===== src/sv/row_extreme_select_mask_defines.svh =====
// Assertion macros for the row extreme select mask block.
// Included by the RTL files that carry concurrent assertions.
`ifndef ROW_EXTREME_SELECT_MASK_DEFINES_SVH
`define ROW_EXTREME_SELECT_MASK_DEFINES_SVH

// same-cycle implication, disabled while reset is active
`define RXSM_ASSERT_IMP(lbl, clk, rstn, ante, cons) \
	lbl: assert property (@(posedge clk) disable iff (!rstn) (ante) |-> (cons)) \
		else $error("rxsm assertion failed");

// next-cycle implication, disabled while reset is active
`define RXSM_ASSERT_NXT(lbl, clk, rstn, ante, cons) \
	lbl: assert property (@(posedge clk) disable iff (!rstn) (ante) |=> (cons)) \
		else $error("rxsm assertion failed");

`endif


===== src/sv/rxsm_pkg.sv =====
// Shared types, constants and functions of the row extreme select mask block.
// No dependencies.
`default_nettype none

package rxsm_pkg;

	localparam int MAX_ROW = 64;

	localparam logic [31:0] ONE_F32_BITS = 32'h3F80_0000;

	localparam logic [1:0] REG_ROW_LENGTH    = 2'd0;
	localparam logic [1:0] REG_SELECT_MIN    = 2'd1;
	localparam logic [1:0] REG_GRADIENT_MODE = 2'd2;

	typedef struct packed {
		logic [6:0] row_length;
		logic       select_min;
		logic       gradient_mode;
	} cfg_t;

	typedef struct packed {
		logic [31:0] best_bits;
		logic [5:0]  best_pos;
		logic [6:0]  count;
		logic        gradient;
	} row_desc_t;

	function automatic logic [31:0] order_key(input logic [31:0] bits);
		logic [31:0] key;
		if (bits[31]) begin
			key = ~bits;
		end else begin
			key = bits | 32'h8000_0000;
		end
		return key;
	endfunction

endpackage

`default_nettype wire


===== src/sv/rxsm_front.sv =====
// Front end: accepts samples, tracks the row extreme and closes rows.
// Depends on rxsm_pkg.
`default_nettype none

module rxsm_front (
	input  wire                     clk,
	input  wire                     arst_n,
	input  wire                     in_valid,
	output logic                    in_ready,
	input  wire  [31:0]             sample_bits,
	input  wire                     tensor_end,
	input  rxsm_pkg::cfg_t          cfg,
	input  wire                     q_full,
	output logic                    push,
	output rxsm_pkg::row_desc_t     push_desc
);
	import rxsm_pkg::*;

	logic [6:0]  seen_q;
	logic [31:0] best_bits_q;
	logic [5:0]  best_pos_q;

	logic        accept;
	logic        better;
	logic [6:0]  next_seen;
	logic [6:0]  eff_len;
	logic        close;
	logic [31:0] new_best;
	logic [5:0]  new_pos;
	logic [31:0] key_s;
	logic [31:0] key_b;

	assign in_ready = !q_full;
	assign accept   = in_valid && in_ready;

	always_comb begin
		key_s = order_key(sample_bits);
		key_b = order_key(best_bits_q);
		better = cfg.select_min ? (key_s < key_b) : (key_s > key_b);
		if (seen_q == 7'd0) begin
			new_best = sample_bits;
			new_pos  = 6'd0;
		end else if (better) begin
			new_best = sample_bits;
			new_pos  = seen_q[5:0];
		end else begin
			new_best = best_bits_q;
			new_pos  = best_pos_q;
		end
		if (cfg.row_length == 7'd0) begin
			eff_len = 7'd1;
		end else if (cfg.row_length > 7'(MAX_ROW)) begin
			eff_len = 7'(MAX_ROW);
		end else begin
			eff_len = cfg.row_length;
		end
		next_seen = seen_q + 7'd1;
		close     = tensor_end || (next_seen >= eff_len);
	end

	assign push                = accept && close;
	assign push_desc.best_bits = new_best;
	assign push_desc.best_pos  = new_pos;
	assign push_desc.count     = next_seen;
	assign push_desc.gradient  = cfg.gradient_mode;

	always_ff @(posedge clk or negedge arst_n) begin
		if (!arst_n) begin
			seen_q      <= '0;
			best_bits_q <= '0;
			best_pos_q  <= '0;
		end else if (accept) begin
			seen_q      <= close ? 7'd0 : next_seen;
			best_bits_q <= new_best;
			best_pos_q  <= new_pos;
		end
	end

endmodule

`default_nettype wire


===== src/sv/rxsm_queue.sv =====
// Row descriptor queue between the front and back ends.
// Depends on rxsm_pkg and the assertion macro header.
`default_nettype none
`include "row_extreme_select_mask_defines.svh"

module rxsm_queue #(
	parameter int DEPTH = 2
) (
	input  wire                     clk,
	input  wire                     arst_n,
	input  wire                     push,
	input  rxsm_pkg::row_desc_t     push_desc,
	output logic                    full,
	input  wire                     pop,
	output rxsm_pkg::row_desc_t     pop_desc,
	output logic                    not_empty
);
	import rxsm_pkg::*;

	localparam int PW = (DEPTH > 1) ? $clog2(DEPTH) : 1;
	localparam int CW = $clog2(DEPTH + 1);

	row_desc_t       entry_q [DEPTH];
	logic [PW-1:0]   wr_ptr_q;
	logic [PW-1:0]   rd_ptr_q;
	logic [CW-1:0]   count_q;

	function automatic logic [PW-1:0] wrap_inc(input logic [PW-1:0] p);
		logic [PW-1:0] n;
		if (p == PW'(DEPTH - 1)) begin
			n = '0;
		end else begin
			n = p + PW'(1);
		end
		return n;
	endfunction

	assign full      = (count_q == CW'(DEPTH));
	assign not_empty = (count_q != '0);
	assign pop_desc  = entry_q[rd_ptr_q];

	always_ff @(posedge clk) begin
		if (push) begin
			entry_q[wr_ptr_q] <= push_desc;
		end
	end

	always_ff @(posedge clk or negedge arst_n) begin
		if (!arst_n) begin
			wr_ptr_q <= '0;
			rd_ptr_q <= '0;
			count_q  <= '0;
		end else begin
			if (push) begin
				wr_ptr_q <= wrap_inc(wr_ptr_q);
			end
			if (pop) begin
				rd_ptr_q <= wrap_inc(rd_ptr_q);
			end
			if (push && !pop) begin
				count_q <= count_q + CW'(1);
			end else if (pop && !push) begin
				count_q <= count_q - CW'(1);
			end
		end
	end

	`RXSM_ASSERT_IMP(a_no_overflow, clk, arst_n, push, !full)
	`RXSM_ASSERT_IMP(a_no_underflow, clk, arst_n, pop, not_empty)

endmodule

`default_nettype wire


===== src/sv/rxsm_back.sv =====
// Back end: expands one row descriptor into a run of mask results.
// Depends on rxsm_pkg and the assertion macro header.
`default_nettype none
`include "row_extreme_select_mask_defines.svh"

module rxsm_back (
	input  wire                     clk,
	input  wire                     arst_n,
	input  wire                     q_valid,
	input  rxsm_pkg::row_desc_t     q_desc,
	output logic                    pop,
	output logic                    out_valid,
	input  wire                     out_ready,
	output logic [31:0]             result_bits,
	output logic                    run_last
);
	import rxsm_pkg::*;

	logic        active_q;
	row_desc_t   desc_q;
	logic [5:0]  idx_q;

	logic        transfer;

	assign out_valid = active_q;
	assign transfer  = out_valid && out_ready;
	assign run_last  = ({1'b0, idx_q} + 7'd1) == desc_q.count;
	assign pop       = q_valid && (!active_q || (transfer && run_last));

	always_comb begin
		if (idx_q == desc_q.best_pos) begin
			result_bits = desc_q.gradient ? ONE_F32_BITS : desc_q.best_bits;
		end else begin
			result_bits = 32'd0;
		end
	end

	always_ff @(posedge clk) begin
		if (pop) begin
			desc_q <= q_desc;
		end
	end

	always_ff @(posedge clk or negedge arst_n) begin
		if (!arst_n) begin
			active_q <= 1'b0;
			idx_q    <= '0;
		end else if (pop) begin
			active_q <= 1'b1;
			idx_q    <= '0;
		end else if (transfer) begin
			if (run_last) begin
				active_q <= 1'b0;
				idx_q    <= '0;
			end else begin
				idx_q <= idx_q + 6'd1;
			end
		end
	end

	`RXSM_ASSERT_IMP(a_idx_in_run, clk, arst_n, active_q, {1'b0, idx_q} < desc_q.count)
	`RXSM_ASSERT_NXT(a_hold_stalled, clk, arst_n, active_q && !out_ready, $stable(idx_q) && active_q)

endmodule

`default_nettype wire


===== src/sv/row_extreme_select_mask.sv =====
// Row extreme select mask: one sample per cycle in, one mask result per cycle out.
// A row's closing sample writes its descriptor into the queue; an idle back end
// loads it and raises out_valid; a result is held while out_ready is low.
// Throughput: 1 sample per cycle; a row of N samples drains as N results, 1 per cycle.
// The descriptor queue between the compare front end and the run back end sets the
// slack; the front stalls only while the queue is full.
// Reset: registers return to row_length 64, max mode, forward mode; counters clear.
`default_nettype none

module row_extreme_select_mask #(
	parameter int QUEUE_DEPTH = 2
) (
	input  wire          clk,
	input  wire          arst_n,
	input  wire          in_valid,
	output logic         in_ready,
	input  wire  [31:0]  sample_bits,
	input  wire          tensor_end,
	output logic         out_valid,
	input  wire          out_ready,
	output logic [31:0]  result_bits,
	output logic         run_last,
	input  wire          psel,
	input  wire          penable,
	input  wire          pwrite,
	input  wire  [3:0]   paddr,
	input  wire  [31:0]  pwdata,
	output logic [31:0]  prdata,
	output logic         pready
);
	import rxsm_pkg::*;

	cfg_t       cfg_q;
	row_desc_t  push_desc;
	row_desc_t  pop_desc;
	logic       push;
	logic       pop;
	logic       q_full;
	logic       q_valid;
	logic       wr_en;

	assign pready = 1'b1;
	assign wr_en  = psel && penable && pwrite && pready;

	always_ff @(posedge clk or negedge arst_n) begin
		if (!arst_n) begin
			cfg_q.row_length    <= 7'd64;
			cfg_q.select_min    <= 1'b0;
			cfg_q.gradient_mode <= 1'b0;
		end else if (wr_en) begin
			unique case (paddr[3:2])
				REG_ROW_LENGTH:    cfg_q.row_length    <= pwdata[6:0];
				REG_SELECT_MIN:    cfg_q.select_min    <= pwdata[0];
				REG_GRADIENT_MODE: cfg_q.gradient_mode <= pwdata[0];
				default: ;
			endcase
		end
	end

	always_comb begin
		unique case (paddr[3:2])
			REG_ROW_LENGTH:    prdata = {25'd0, cfg_q.row_length};
			REG_SELECT_MIN:    prdata = {31'd0, cfg_q.select_min};
			REG_GRADIENT_MODE: prdata = {31'd0, cfg_q.gradient_mode};
			default:           prdata = 32'd0;
		endcase
	end

	rxsm_front u_front (
		.clk         (clk),
		.arst_n      (arst_n),
		.in_valid    (in_valid),
		.in_ready    (in_ready),
		.sample_bits (sample_bits),
		.tensor_end  (tensor_end),
		.cfg         (cfg_q),
		.q_full      (q_full),
		.push        (push),
		.push_desc   (push_desc)
	);

	rxsm_queue #(
		.DEPTH (QUEUE_DEPTH)
	) u_queue (
		.clk       (clk),
		.arst_n    (arst_n),
		.push      (push),
		.push_desc (push_desc),
		.full      (q_full),
		.pop       (pop),
		.pop_desc  (pop_desc),
		.not_empty (q_valid)
	);

	rxsm_back u_back (
		.clk         (clk),
		.arst_n      (arst_n),
		.q_valid     (q_valid),
		.q_desc      (pop_desc),
		.pop         (pop),
		.out_valid   (out_valid),
		.out_ready   (out_ready),
		.result_bits (result_bits),
		.run_last    (run_last)
	);

endmodule

`default_nettype wire

===== config.mk =====
export PLATFORM = sky130hd
export DESIGN_NAME = row_extreme_select_mask
export DESIGN_NICKNAME = d
export VERILOG_FILES = /design/src/sv/rxsm_pkg.sv /design/src/sv/rxsm_front.sv /design/src/sv/rxsm_queue.sv /design/src/sv/rxsm_back.sv /design/src/sv/row_extreme_select_mask.sv
export VERILOG_INCLUDE_DIRS = /design/src /design/src/sv
export SDC_FILE = /design/constraint.sdc
export NUM_CORES = 1
export LEC_CHECK = 0
export ABC_AREA = 1
export BUFFER_PORTS_ARGS = -buffer_cell sky130_fd_sc_hd__buf_2
export CORE_MARGIN = 2
export CORE_UTILIZATION = 60
export DETAILED_ROUTE_END_ITERATION = 16
export GPL_TIMING_DRIVEN = 0
export HOLD_SLACK_MARGIN = 0.06
export PLACE_DENSITY = 0.87
export SLEW_MARGIN = 10
export SYNTH_ARGS = -nofsm -noshare
export SYNTH_HDL_FRONTEND = slang
export SYNTH_SLANG_ARGS = --single-unit
export TNS_END_PERCENT = 5

===== constraint.sdc =====
create_clock -name clk -period 8.93 [get_ports clk]
set_clock_uncertainty 0.2 [all_clocks]
set_input_delay 1.786 -clock clk [delete_from_list [all_inputs] [get_ports clk]]
set_output_delay 1.786 -clock clk [all_outputs]
set_load 0.01 [all_outputs]

==> results of run 1 <==
-- flip-flops by register name (all words and copies together), names as in the netlist --
name	count
u_queue.rd_ptr_q	1
u_back.out_valid	1
u_back.desc_q	46
u_front.best_bits_q	32
u_front.best_pos_q	6
u_front.seen_q	7
u_queue.entry_q	92
u_back.idx_q	6
cfg_q	9
u_queue.count_q	2
u_queue.wr_ptr_q	1
-- cells in the final DEF, fill, tap and decap left out, drive strengths merged --
cell,netlist,layout
and3,8,8
nand4,18,18
a31oi,1,1
or2,1,1
nor4,3,3
o21a,3,3
clkinv,2,5
dfrtp,64,64
edfxtp,138,138
xor2,38,38
a21o,2,2
a21oi,27,27
inv,122,124
nor3b,3,3
conb,2,26
clkbuf,31,58
ha,43,43
nor3,6,6
and2,32,32
o21ai,27,27
nor2,82,82
nand3,90,90
clkinvlp,0,1
nand2,355,355
xnor2,34,34
buf,42,134
bufinv,0,5
dfstp,1,1
-- power breakdown --
group / leakage (nW) / internal (mW) / total (mW) / switching (mW)
registers: 2.06 / 1.33 / 1.47 / 0.138
logic: 3.53 / 0.643 / 1.77 / 1.13
clock network: 0.372 / 0.605 / 0.968 / 0.363
total: 5.96 / 2.58 / 4.21 / 1.63
-- critical path: stages --
cell	delay [ns]
sky130_fd_sc_hd__clkbuf_1	0.22
sky130_fd_sc_hd__clkbuf_1	0.72
sky130_fd_sc_hd__xor2_1	0.16
sky130_fd_sc_hd__ha_1	0.35
sky130_fd_sc_hd__nand4_1	0.19
sky130_fd_sc_hd__nor3_4	0.20
sky130_fd_sc_hd__and3_1	0.19
sky130_fd_sc_hd__nand2_1	0.10
sky130_fd_sc_hd__nand3_2	0.18
sky130_fd_sc_hd__nand2_4	0.09
sky130_fd_sc_hd__nand2_2	0.11
sky130_fd_sc_hd__buf_2	0.27
sky130_fd_sc_hd__nand2_1	0.10
sky130_fd_sc_hd__and2_1	0.22
-- cells by family after synthesis --
kind of cell    count (synthesis)  synth area share (%)
compound gates                 60                  2.96
xor+xnor                       72                  5.81
fa+ha+maj                      43                  4.95
buf+inv                       197                  8.24
flops                         203                  53.2
other cells                     2                0.0692
simple gates                  598                  24.8
-- stage by stage --
step	hold WS (ns)	power, mW
2_1_floorplan	0.249	2.74
3_3_place_gp	0.262	3.10
3_5_place_dp	0.267	3.21
4_1_cts	0.284	4.20
5_1_grt	0.310	4.48
6_report	0.281	4.21
-- worst paths after layout --
| path | from | end | slack (ns) | cells after the start |
|---|---|---|---|---|
| min reg2reg | u_front.best_pos_q[2]$_DFFE_PN0P_ | u_front.best_pos_q[2]$_DFFE_PN0P_ | 0.28 | 2 |
| max reg2reg | u_front.best_bits_q[31]$_DFFE_PN0P_ | u_queue.entry_q[1][34]$_DFFE_PP_ | 4.93 | 14 |
| min | u_front.best_pos_q[2]$_DFFE_PN0P_ | u_front.best_pos_q[2]$_DFFE_PN0P_ | 0.28 | 2 |
| max | sample_bits[31] | u_queue.entry_q[1][34]$_DFFE_PP_ | 4.05 | 14 |
| max in group asynchronous | arst_n | cfg_q[8]$_DFFE_PN1P_ | 6.92 | 2 |
| min in group asynchronous | arst_n | u_front.best_bits_q[14]$_DFFE_PN0P_ | 1.00 | 1 |
-- cell type report --
cell class | count | share of cell area (%)
sequential | 203 | 46.0
multi-input combinational | 799 | 34.2
clock buffer | 27 | 4.61
timing repair buffer | 92 | 4.23
inverter | 124 | 3.71
buffer | 73 | 3.42
tap | 229 | 2.28
clock inverter | 11 | 1.52
-- metal layers --
metal  vias up  GRT usage (%)  wire [um]
li1       4029              -          -
met1      3885           34.2      10000
met2       371           43.7      11800
met3        57           3.90       1950
met4         0           8.16        585
met5         -              0          0
==> results.md, run 1 <==
- Number of max-slew violations in the final report: 0
- Via count of the first global-routing pass: 8251
- TritonCTS clock tree: built
- Seq cells post-synth: 203
- Antenna Diode Count: 0
- Critical path required time: 8.96 ns
- IR drop worst, VDD: 0.197 mV
- Number of DRC markers after the initial detailed-route iteration: 795
- Count of TritonRoute iterations in the first routing pass: 7
- Die Width: 139 um
- Final layout net count: 1433
- Post-synthesis cell area: 10900 sq um
- Utilization after layout: 70.3%
- Max cap viols: 0
- Share of final-layout standard cells stronger than drive strength 1: 15.4%
- Placed inst area: 11800 sq um
- EDFF count, synth: 138
- Die Footprint: 19200 sq um
- Routed WL per cell: 15.7 um
- Core area: 17800 sq um
- Final Wtd Congestion: 0.878
- DRC Markers: 0
- GR Overflow Total: 0
- Fraction of post-synthesis cell area in the top cell type by area: 38.2%
- Headroom to the max-slew limit: 39.9%
- Total non-filler cell area in the finished layout: 12500 sq um
- Post-placement cell count: 1520
- Post-DR vias/cell: 5.35
- Most used flip-flop cell after synthesis: sky130_fd_sc_hd__edfxtp_1
- Count leader, synth: sky130_fd_sc_hd__nand2_1
- Cell types occupying the most area after synthesis: sky130_fd_sc_hd__edfxtp_1 (38%), sky130_fd_sc_hd__dfrtp_1 (15%), sky130_fd_sc_hd__nand2_1 (12%)
- Max FO, Critical Path: 10
- Slack of the critical path: 4.05 ns
- Count of distinct cell types in the synthesized netlist: 41
- Top post-synthesis cells by count: sky130_fd_sc_hd__nand2_1 (349), sky130_fd_sc_hd__edfxtp_1 (138), sky130_fd_sc_hd__inv_1 (118)
- Initial Utilization: 60.9%
- Total Wirelength: 24400 um
- Residual antenna-violating net count after detailed routing: 0
- Site row count: 49
- Number of vias after detailed routing: 8342
- Count of yosys warnings during synthesis: 0
- Clk sink count: 203
- Top-Level Pins: 144
- Pin count of the biggest net entering global routing: 45
- Number of H-tree levels: 1
- Clk buf depth: 3
- Sequential standard cell area: 5770 sq um
- Port bufs: 88
- Type of the worst min-delay path: reg2reg
- Synthesis-to-finish area growth: 15.6%
- Post-Synthesis Mean Instance Area: 9.24 sq um
- Least-Margin Pin Slew: 0.902 ns
- Endpoint type of the worst setup path: flip-flop
- Critical path arrival: 4.91 ns
- Type of origin of the critical path: input pin
- Die span in y: 139 um
- Class of the most critical setup path: in2reg
- Part of the Yosys area used for sequential elements: 53.2%
- Power density over the cells: 335 nW/um^2
- Insertion delay of the later-clocked pin in the worst-skew pair: 0.50 ns
- Antenna violations before repair: 0
- Number of standard cells after synthesis: 1175
- Buffer cell driving the clock tree root: sky130_fd_sc_hd__clkbuf_16
- Min Clock Period, post-route: 4.88 ns
- Leakage power: 5.96 nW
- RSZ-0062 raised after global routing: no
- Number of hold-slack violations in the final timing report: 0
- Share of flip-flops with an asynchronous set or reset: 32.0%
- Setup slack after placement: 3.63 ns
- Setup TNS: 0 ns
- Area taken by multi-input logic gates: 4300 sq um
- Setup-failing EPs final: 0
- Yosys top cell by area: sky130_fd_sc_hd__edfxtp_1
- Half-perimeter wire length after detailed placement: 17400 um
- First-pass GRT wire length: 40000 um
- Filler-free cell count of the finished design: 1558
- Tcrit/Tclk final: 54.7%
- Number of fill cells: 1263
- Top achievable clock speed: 0.205 GHz
- Worst-path clk slew: 0.06 ns
- Cts bufs inserted: 21
- Number of gates resized after cts: 0
- Hold buffer count at cts: 0
- Setup bufs post-CTS: 0
- Run status: finished clean
- Global-route usage over all layers: 25.7%
Note: power is estimated with default switching activity, not from simulation.
==> inputs of run 2 (changes only) <==
--- a/config.mk
+++ b/config.mk
@@ -9,11 +9,11 @@
 export ABC_AREA = 1
 export BUFFER_PORTS_ARGS = -buffer_cell sky130_fd_sc_hd__buf_2
 export CORE_MARGIN = 2
-export CORE_UTILIZATION = 60
+export CORE_UTILIZATION = 53
 export DETAILED_ROUTE_END_ITERATION = 16
 export GPL_TIMING_DRIVEN = 0
 export HOLD_SLACK_MARGIN = 0.06
-export PLACE_DENSITY = 0.87
+export PLACE_DENSITY = 0.81
 export SLEW_MARGIN = 10
 export SYNTH_ARGS = -nofsm -noshare
 export SYNTH_HDL_FRONTEND = slang
==> constraint.sdc (replaced) <==
create_clock -name clk -period 3.9 [get_ports clk]
set_clock_uncertainty 0.2 [all_clocks]
set_input_delay 0.78 -clock clk [delete_from_list [all_inputs] [get_ports clk]]
set_output_delay 0.78 -clock clk [all_outputs]
set_load 0.01 [all_outputs]
==> run 2 against run 1 <==
Combinational power rose by 130%. Clock-buffer cell count fell by 5. Register-to-register slack got worse by 4.7 ns. Clock power rose by 110%. First-iteration DRC count fell by 8.3%. Critical path depth did not move. Sequential cell count did not move. Die area rose by 13%. Largest cell class unchanged. Highest routed layer unchanged.
==> results.md, run 2 (synthesis results as in run 1) <==
- IR drop worst, VDD: 0.462 mV (+130%)
- Delay of the slowest critical-path stage: 0.61 ns (-0.11 ns)
- Overall Power: 9.43 mW (+120%)
- Run status: finished clean
- Worst-path clk slew: 0.07 ns (about the same)
- Pin count of the biggest net entering global routing: 44 (-2.2%)
- Count of TritonRoute iterations in the first routing pass: 7 (unchanged)
- Class of the most critical setup path: in2reg
- Commonest non-fill, non-tap cell in the layout: sky130_fd_sc_hd__nand2_1
- Final layout net count: 1435 (+0.14%)
- Commonest cells after routing, fill and taps aside: sky130_fd_sc_hd__nand2_1 (349), sky130_fd_sc_hd__edfxtp_1 (138), sky130_fd_sc_hd__inv_1 (117), sky130_fd_sc_hd__buf_2 (94), sky130_fd_sc_hd__nor2_1 (79)
- Global-route usage over all layers: 22.0% (-3.7 points)
- Count of buffering cells on the critical path with inverters included: 4 (+1)
- Clk buf depth: 3 (unchanged)
- Share of final-layout standard cells stronger than drive strength 1: 16.1% (+0.65 points)
- Number of vias after detailed routing: 8137 (-2.5%)
- Leakage power: 5.96 nW (about the same)
- Routed WL per cell: 14.8 um (-5.7%)
- Top-Level Pins: 144 (unchanged)
- Max FO, Critical Path: 10 (unchanged)
- Critical path arrival: 3.71 ns (-1.20 ns)
- Antenna violations before repair: 0 (unchanged)
- Number of fill cells: 1612 (+28%)
- Max cap viols: 0 (unchanged)
- Least-Margin Pin Slew: 0.798 ns (-0.105 ns)
- Number of H-tree levels: 1 (unchanged)
- Setup-failing EPs final: 0 (unchanged)
- Initial Utilization: 53.8% (-7.0 points)
- Top achievable clock speed: 0.271 GHz
- Switching portion of total power: 39.3% (+0.51 points)
- Min Clock Period, post-route: 3.69 ns
- Tcrit/Tclk final: 94.7%
- RSZ-0062 raised after global routing: no
- Power density over the cells: 750 nW/um^2 (+120%)
- Clock power share: 21.6% (-1.4 points)
- Die Footprint: 21700 sq um (+13%)
- Sequential standard cell area: 5770 sq um (unchanged)
- Setup slack after placement: -0.459 ns (-4.09 ns)
- First-pass GRT wire length: 38300 um (-4.4%)
- Core area: 20200 sq um (+13%)
- Final Wtd Congestion: 0.874 (-0.49%)
- Registers with the most flip-flops: u_queue.entry_q (92), u_back.desc_q (46), u_front.best_bits_q (32)
- Number of hold-slack violations in the final timing report: 0 (unchanged)
- Cts bufs inserted: 21 (unchanged)
- Synthesis-to-finish area growth: 15.8%
- GR Overflow Total: 0 (unchanged)
- Family of cells with the greatest summed delay on the critical path: buffers and inverters
- Die Width: 147 um (+6.2%)
- Final worst hold slack: 0.283 ns (+0.00185 ns)
- DRC Markers: 0 (unchanged)
- Type of the worst min-delay path: reg2reg
- TritonCTS clock tree: built
- P_int: 5.73 mW (+120%)
- Flip-flop count of the largest register, all copies and words added: 92 (unchanged)
- Post-DR vias/cell: 5.08 (-5.1%)
- Via count of the first global-routing pass: 7805 (-5.4%)
- Number of DRC markers after the initial detailed-route iteration: 729 (-8.3%)
- Die span in y: 147 um (+6.2%)
- Half-perimeter wire length after detailed placement: 17400 um (-0.13%)
- Crit path max-delay cell type: sky130_fd_sc_hd__clkbuf_1
- Largest reg by FF count: u_queue.entry_q
- Type of origin of the critical path: input pin
- Cell breakdown of the critical path: clkbuf_1 -> clkbuf_1 -> xor2_1 -> ha_1 -> a21o_1 -> o21ai_1 -> nand2_1 -> a21oi_2 -> nand3_2 -> nand2_4 -> buf_8 -> buf_12 -> nand3_2 -> and2_1
- Number of max-slew violations in the final report: 0 (unchanged)
- Setup TNS: 0 ns (unchanged)
- Buffer cell driving the clock tree root: sky130_fd_sc_hd__clkbuf_16
- Insertion delay of the later-clocked pin in the worst-skew pair: 0.50 ns (about the same)
- Critical path required time: 3.91 ns (-5.05 ns)
- Combinational share of power: 42.8% (+0.7 points)
- Endpoint type of the worst setup path: flip-flop
- Slack of the critical path: 0.207 ns (-3.84 ns)
- Area taken by multi-input logic gates: 4300 sq um (about the same)
- Clk sink count: 203 (unchanged)
- Port bufs: 88 (unchanged)
- Antenna Diode Count: 0 (unchanged)
- Switch Pwr: 3.71 mW (+130%)
- Headroom to the max-slew limit: 46.7% (+6.8 points)
- Relative contribution of sequential cells to total power: 35.5% (+0.6 points)
- Residual antenna-violating net count after detailed routing: 0 (unchanged)
- Site row count: 52 (+6.1%)
- Total Wirelength: 23700 um (-3.1%)
run 2: layout make-up:
type	count	area share, %
Inverter	124	3.70
Sequential cell	203	45.9
Clock inverter	16	1.41
Multi-Input combinational cell	799	34.2
Buffer	73	3.46
Clock buffer	22	4.21
Timing Repair Buffer	94	4.42
Tap cell	270	2.69
run 2: power groups by stage:
stage	sequential [mW]	combinational, mW	clock (mW)
floorplan	3.31	2.95	0
global route	3.41	4.52	2.13
CTS	3.34	4.01	2.06
global placement	3.37	3.73	0
finish	3.35	4.04	2.04
detailed placement	3.38	3.96	0
run 2: per-stage QoR:
step	std cells	util (%)	instance area [sq um]
2_1_floorplan	1199	-	11000
3_3_place_gp	1557	58.2	11700
3_5_place_dp	1561	58.7	11800
4_1_cts	1600	62.3	12600
5_1_grt	1601	62.3	12600
6_report	1601	62.3	12600
run 2: timing repair:
| item | in CTS | in global routing |
|---|---|---|
| setup endpoints to repair | 4 | 94 |
| buffers inserted | 0 | 1 |
| hold buffers | 1 | 0 |
| pin swaps | 0 | 1 |
| resized for setup | 3 | 7 |
| hold endpoints to repair | 27 | 0 |
run 2: path summary, 6_finish.rpt:
kind | from | to | slack, ns | cells past startpoint
max | sample_bits[31] | u_queue.entry_q[0][34]$_DFFE_PP_ | 0.21 | 14
min | u_front.best_pos_q[2]$_DFFE_PN0P_ | u_front.best_pos_q[2]$_DFFE_PN0P_ | 0.28 | 2
max reg2reg | u_front.best_bits_q[31]$_DFFE_PN0P_ | u_queue.entry_q[0][34]$_DFFE_PP_ | 0.27 | 14
min reg2reg | u_front.best_pos_q[2]$_DFFE_PN0P_ | u_front.best_pos_q[2]$_DFFE_PN0P_ | 0.28 | 2
max in group asynchronous | arst_n | u_back.idx_q[1]$_DFFE_PN0P_ | 2.40 | 3
min in group asynchronous | arst_n | u_front.best_bits_q[24]$_DFFE_PN0P_ | 0.55 | 2
run 2: layer usage:
| metal | GRT usage (%) | share of wire, % |
|---|---|---|
| met2 | 37.5 | 48 |
| met3 | 3.20 | 6.4 |
| met1 | 29.2 | 43 |
| met5 | 0 | 0 |
| met4 | 6.68 | 2.7 |
run 2: worst min-delay path, cell delays in order, from the launching register on:
cell                      delay (ns)
sky130_fd_sc_hd__dfrtp_1        0.34
sky130_fd_sc_hd__nand2_1        0.05
sky130_fd_sc_hd__nand2_1        0.06
